**src/sv/nsr_div.sv**
```systemverilog
module nsr_div #(
  parameter int unsigned W = 48
) (
  input  logic         clk_i,
  input  logic         rst_ni,
  input  logic         start_i,
  input  logic [W-1:0] num_i,
  input  logic [W-1:0] den_i,
  output logic         done_o,
  output logic [W-1:0] quo_o
);

  localparam int unsigned CNT_W = $clog2(W + 1);

  logic             busy_q, busy_d;
  logic             done_q, done_d;
  logic [CNT_W-1:0] cnt_q, cnt_d;
  logic [W-1:0]     rem_q, rem_d;
  logic [W-1:0]     quo_q, quo_d;
  logic [W-1:0]     den_q, den_d;

  logic [W:0]       rem_sh;
  logic [W+1:0]     trial;
  logic             fits;

  // One restoring step: shift in the next dividend bit, subtract if it fits
  assign rem_sh = {rem_q, quo_q[W-1]};
  assign trial  = {1'b0, rem_sh} - {2'b00, den_q};
  assign fits   = ~trial[W+1];

  always_comb begin
    busy_d = busy_q;
    done_d = 1'b0;
    cnt_d  = cnt_q;
    rem_d  = rem_q;
    quo_d  = quo_q;
    den_d  = den_q;
    if (start_i) begin
      busy_d = 1'b1;
      cnt_d  = CNT_W'(W);
      rem_d  = '0;
      quo_d  = num_i;
      // Treat a zero divisor as one
      den_d  = (den_i == '0) ? W'(1) : den_i;
    end else if (busy_q) begin
      rem_d = fits ? trial[W-1:0] : rem_sh[W-1:0];
      quo_d = {quo_q[W-2:0], fits};
      cnt_d = cnt_q - CNT_W'(1);
      if (cnt_q == CNT_W'(1)) begin
        busy_d = 1'b0;
        done_d = 1'b1;
      end
    end
  end

  always_ff @(posedge clk_i or negedge rst_ni) begin
    if (!rst_ni) begin
      busy_q <= 1'b0;
      done_q <= 1'b0;
      cnt_q  <= '0;
    end else begin
      busy_q <= busy_d;
      done_q <= done_d;
      cnt_q  <= cnt_d;
    end
  end

  always_ff @(posedge clk_i) begin
    rem_q <= rem_d;
    quo_q <= quo_d;
    den_q <= den_d;
  end

  assign done_o = done_q;
  assign quo_o  = quo_q;

endmodule

```
**config.mk**
```make
export PLATFORM = sky130hd
export DESIGN_NAME = nsr_div
export DESIGN_NICKNAME = d
export VERILOG_FILES = /design/src/sv/nsr_div.sv
export SDC_FILE = /design/constraint.sdc
export NUM_CORES = 1
export LEC_CHECK = 0
export BUFFER_PORTS_ARGS = -buffer_cell sky130_fd_sc_hd__buf_2
export CORE_MARGIN = 1.5
export CORE_UTILIZATION = 61
export CTS_CLUSTER_SIZE = 40
export DETAILED_ROUTE_END_ITERATION = 8
export GPL_TIMING_DRIVEN = 0
export PLACE_DENSITY = 0.84
export SYNTH_ARGS = -nofsm -noshare
export SYNTH_HDL_FRONTEND = slang
export SYNTH_SLANG_ARGS = --single-unit
```
**constraint.sdc**
```tcl
create_clock -name clk_i -period 5.07 [get_ports clk_i]
set_clock_uncertainty 0.2 [all_clocks]
set_input_delay 1.2675 -clock clk_i [delete_from_list [all_inputs] [get_ports clk_i]]
set_output_delay 1.2675 -clock clk_i [all_outputs]
set_load 0.02 [all_outputs]
```
Yosys cells after proc, flatten, opt, wreduce, memory -nomap -nowiden. Cells that the tools add are included. Widths: inputs -> output; s select.

Register bits after elaboration: 152. Latch bits: 0. RAM bits: 0. ROM bits: 0. Output and inout bits: 49. Word-level logic and storage cells: 23. Memories: 0.

Add/sub/neg operators: 2. $mul: 0. Div/mod/pow operators: 0. Magnitude comparators: 0. Eq/ne operators: 1. Shift-type cells: 0. Muxes and demuxes: 11. Bitwise gates (word level): 1. Reduce and logical (&&, ||, !) cells: 2.

Operators with widths (number): $mux 48 (3); $sub 49x48->50 (1); $logic_not 48->1 (1); $mux 6 (2); $eq 6x1->1 const B (1); $mux 1 (6); $sub 6x1->6 const B (1); $reduce_bool 2->1 (1); $not 1->1 (1).

Logic depth before layout (Yosys ltp).
Word-level depth: 4. Mapped depth: 15. Gate-level depth less buffers: 13.

Worst setup path before layout. OpenSTA, ideal clock, no wires.

Path type: register -> register. Start: register quo_q[47], in the netlist quo_o[47]. End: register rem_q[42]. Setup time: 0.086 ns. Arrival: 2.906 ns. Setup slack: 1.878 ns. Stages on the path, launching flop included: 14. Period minus slack after synthesis: 3.192 ns. Cell sequence: edfxtp_1 > inv_1 > ha_1 > fa_1 > nor2b_1 > o2111ai_1 > a21oi_1 > o211ai_1 > a2111oi_0 > nor2_1 > o211ai_1 > xor2_1 > mux2i_1 > a211oi_1.

Cells in the longest elaborated chain, start to end: 2.

RTL lines: start: declaration (RTL line 19) `logic [W-1:0] quo_q, quo_d;`; start signal: assignment (RTL line 70) `quo_q <= quo_d;`; $sub 49x48->50 (RTL line 28) `assign trial = {1'b0, rem_sh} - {2'b00, den_q};`; $mux 48 (RTL line 46) `rem_d = fits ? trial[W-1:0] : rem_sh[W-1:0];`; end signal: assignment (RTL line 69) `rem_q <= rem_d;`; end: declaration (RTL line 18) `logic [W-1:0] rem_q, rem_d;`.

Every way passes these cells. A chain may end at the register's enable or synchronous reset.

Final worst setup path.
Start: input port start_i. End: register quo_q[11], in the netlist quo_o[11] (enable).

Cells in the longest elaborated chain, start to end: 1.

RTL lines: start: declaration (RTL line 6) `input logic start_i,`; $reduce_bool 2->1 (no line).

Every way passes these cells.

==> run summary <==
The run finished with clean final reports. The count of mapped cells out of synthesis is ~960. The critical path buffer and inverter count came out at 3. The overall die width is 125 um. For this design, the slowest cell found on the critical path is sky130_fd_sc_hd__or2_2. The mean post-synth cell area came out at 9.54 sq um.

The detailed-route vias per instance came out at 5.96. Of all nets on the critical path, the largest fanout is between 40 and 50. The area growth from synthesis to layout is 16.9%. Post-CTS repair changed the size of 0 cells. Sorting the synthesized cells by area gives the leading types as sky130_fd_sc_hd__edfxtp_1 32%, sky130_fd_sc_hd__dfxtp_1 11%, sky130_fd_sc_hd__ha_1 6.8%, sky130_fd_sc_hd__mux2_2 5.9%, sky130_fd_sc_hd__a21oi_1 4.5%. The average routed wire per standard cell came out at 18.1 um. The biggest area contributor in the post-synthesis netlist is sky130_fd_sc_hd__edfxtp_1. The HPWL reported at the end of detailed placement is 17.2 mm.

Among the stages of the critical path, the cell type that occurs most often is sky130_fd_sc_hd__clkbuf_1. The cell area after synthesis came out at 9140 sq um. The count of nets left with antenna violations after detail routing is 0.

For this design the top-level I/O count stands at 148. STA classifies the critical path startpoint as a primary input. The maximum VDD drop is 331 uV.

For the pin with the worst max-slew slack, the measured transition is around 1200 ps. The flip-flop and latch count after synthesis came out at between 150 and 200. The maximum buffer depth of the clock tree is 2. The number of global-route vias before repair came to 7754. The setup path with the least slack is of type primary input to flip-flop. The number of detailed-routing iterations run before antenna repair is 7.

The final-report max-slew violation count came out at 0. The cell with the most instances after synthesis is sky130_fd_sc_hd__edfxtp_1. The die height is 125 um. The floorplan has 44 rows.

The final number of setup-violating endpoints came out at 0. The shortest clock period the worst path allows after layout came out at about 4300 ps. The internal portion of total power is 3.38 mW. The number of enable flip-flop cells after synthesis is 96. The final wirelength came out at 23.9 mm. The total routing resource utilization after global routing is 30.9%. The source-to-sink clock delay at the later pin of the worst-skew pair came out at 440 ps.

The net load switching power came out at 2.35 mW. The initial antenna violation count came to 0. The count of cell types in the netlist came out at 58. The starting DRC count in detailed routing is roughly 760. The count of hold-fix buffers inserted at cts is 0. The port buffer count is 147.

The net switching share of the total power came out at 41.0%. The count of final hold-check violations came to 0. The accumulated negative setup slack came out at 0 ps. The worst max-slew margin expressed relative to the limit came out at 19.1%. After floorplanning, the core was sized to cover 14600 sq um. The maximum frequency from static timing analysis is about 230 MHz. Clock tree synthesis selected as its root buffer the cell sky130_fd_sc_hd__clkbuf_16.

The total number of vias is around 7900. The overall power of the completed layout came out at 5.73 mW. In this run the worst hold path is classified as flip-flop to flip-flop. For this run, the post-layout net count is 1274.

TritonCTS built the clock tree. Routability-driven placement finished with a final weighted congestion of 0.946. The share of the clock period used by the worst path is roughly 85%. The effective utilization at floorplan came out at 62.7%.

The overflow left after global routing came out at 0. Clock-pin slew was measured on the worst setup and hold paths at 70 ps. The die area is 15700 sq um. The element type at the critical path end is a flip-flop. In this design, the largest share of critical-path delay is due to buffers and inverters. The endpoint arrival time on the critical path came out at ~4200 ps. The count of antenna diodes in the layout came out at 0.

TritonCTS created 17 clock buffers. In the synthesized netlist, the cells that appear most often are 96 x sky130_fd_sc_hd__edfxtp_1, 94 x sky130_fd_sc_hd__nor2_1, 85 x sky130_fd_sc_hd__clkbuf_1. The async set or reset register ratio after synthesis came out at under 10%. The first global-routing pass estimated 38.9 mm of wire. The leakage power is 4.80 nW. The count of maximum capacitance violations is 0.

The data required time of the worst path is 4930 ps. The count of warnings emitted by yosys is 0. The largest single stage delay on the critical path is roughly 960 ps.

The clock share of power is 22.4%. The critical path goes through buf_2 -> clkbuf_1 -> clkbuf_1 -> or2_2. In this run, the combinational gates consume between 40% and 50% of the power. The clock sink count is 152. The fraction of final layout cells sized beyond drive strength 1 is 21.3%. The post-synthesis sequential area ratio is 44.2%.

The post-CTS setup buffer count is 0. The number of nets in the synthesized netlist is 1108. The synthesized design devotes to its leading area cell type approximately a third of total area. The clock tree synthesis step divided the H-tree into 4 levels. The pin count of the biggest net entering global routing came out at 50.

The residual DRC count came out at 0. The sequential share of power is 31.3%. The most instantiated flip-flop cell in the synthesis netlist is sky130_fd_sc_hd__edfxtp_1. The power density over the cells came out at between 500 and 600 nW/um^2. Setup repair after global routing left no endpoint under its margin.
power groups by stage:
stage / sequential [mW] / combinational (mW) / clock [mW]
CTS: 1.79 / 2.60 / 1.28
finish: 1.80 / 2.65 / 1.28
floorplan: 1.81 / 1.95 / 0
global placement: 1.79 / 2.51 / 0
global route: 1.82 / 2.92 / 1.34
detailed placement: 1.81 / 2.56 / 0
path summary, 6_finish.rpt:
| check | start | end | slack [ps] | cells after the start |
|---|---|---|---|---|
| worst max-delay path | start_i | quo_o[11] | 760 | 4 |
| worst min-delay path | rem_q[45] | rem_q[45] | 300 | 2 |
| worst max register to register | quo_o[47] | rem_q[38] | 1260 | 13 |
| min in group asynchronous | rst_ni | done_o | 450 | 1 |
| max in group asynchronous | rst_ni | cnt_q[3] | 4040 | 1 |
| worst min register to register | rem_q[45] | rem_q[45] | 300 | 2 |
routing by layer:
layer | track usage [%] | up-vias | wire (um)
li1 | - | 3761 | -
met1 | 39.5 | 3713 | 9880
met2 | 50.8 | 325 | 11500
met3 | 7.32 | 77 | 1620
met4 | 12.4 | 0 | 898
met5 | 0 | - | 0
cells in the final DEF, fill, tap and decap left out, types with 17 or more instances in the layout:
cell type	n
sky130_fd_sc_hd__edfxtp_1	96
sky130_fd_sc_hd__nor3_1	17
sky130_fd_sc_hd__buf_2	151
sky130_fd_sc_hd__o21ai_0	28
sky130_fd_sc_hd__mux2_2	48
sky130_fd_sc_hd__nor2_1	94
sky130_fd_sc_hd__xor2_1	24
sky130_fd_sc_hd__a21o_1	30
sky130_fd_sc_hd__inv_1	68
sky130_fd_sc_hd__clkbuf_1	86
sky130_fd_sc_hd__a211oi_1	41
sky130_fd_sc_hd__clkbuf_16	17
sky130_fd_sc_hd__nand2_1	44
sky130_fd_sc_hd__dfxtp_1	48
sky130_fd_sc_hd__a21oi_1	82
sky130_fd_sc_hd__ha_1	50
state kept, by name, indices dropped and copies added, names as in the netlist:
register / count
busy_q: 1
cnt_q: 6
den_q: 48
done_o: 1
quo_o: 48
rem_q: 48
tightest hold or removal path: cells and delay by family (launching register included):
kind | cells | cell delay [ps]
flip-flops | 1 | 320
AO/OA/AOI/OAI | 1 | 50
AND/OR/NAND/NOR | 1 | 80
through the flow:
step	hold WS (ps)	instance area (sq um)	worst slack (ps)	utilization, %	std cells
2_1_floorplan	259	9140	1880	-	958
3_3_place_gp	279	10100	397	69.3	1289
3_5_place_dp	287	10100	329	69.3	1289
4_1_cts	303	10700	769	73.3	1321
5_1_grt	328	10700	517	73.3	1321
6_report	297	10700	757	73.3	1321
kinds of logic (layout without fill, tap and decap cells):
kind of cell,count (synthesis),in the layout,share of synthesized area (%)
compound gates,248,248,17.7
simple gates,239,239,12.3
buf+inv,164,343,7.24
flops,152,152,44.2
mux,64,64,7.66
fa+ha+maj,51,51,7.06
xor+xnor,40,40,3.83
cell type report:
cell class | instances | area, sq um
buffer | 96 | 407
clock buffer | 18 | 429
clock inverter | 14 | 151
fill | 1056 | 3900
inverter | 68 | 255
multi-input combinational | 642 | 4440
sequential | 152 | 4040
tap | 184 | 230
timing repair buffer | 147 | 736
Note: power is estimated with default switching activity, not from simulation.
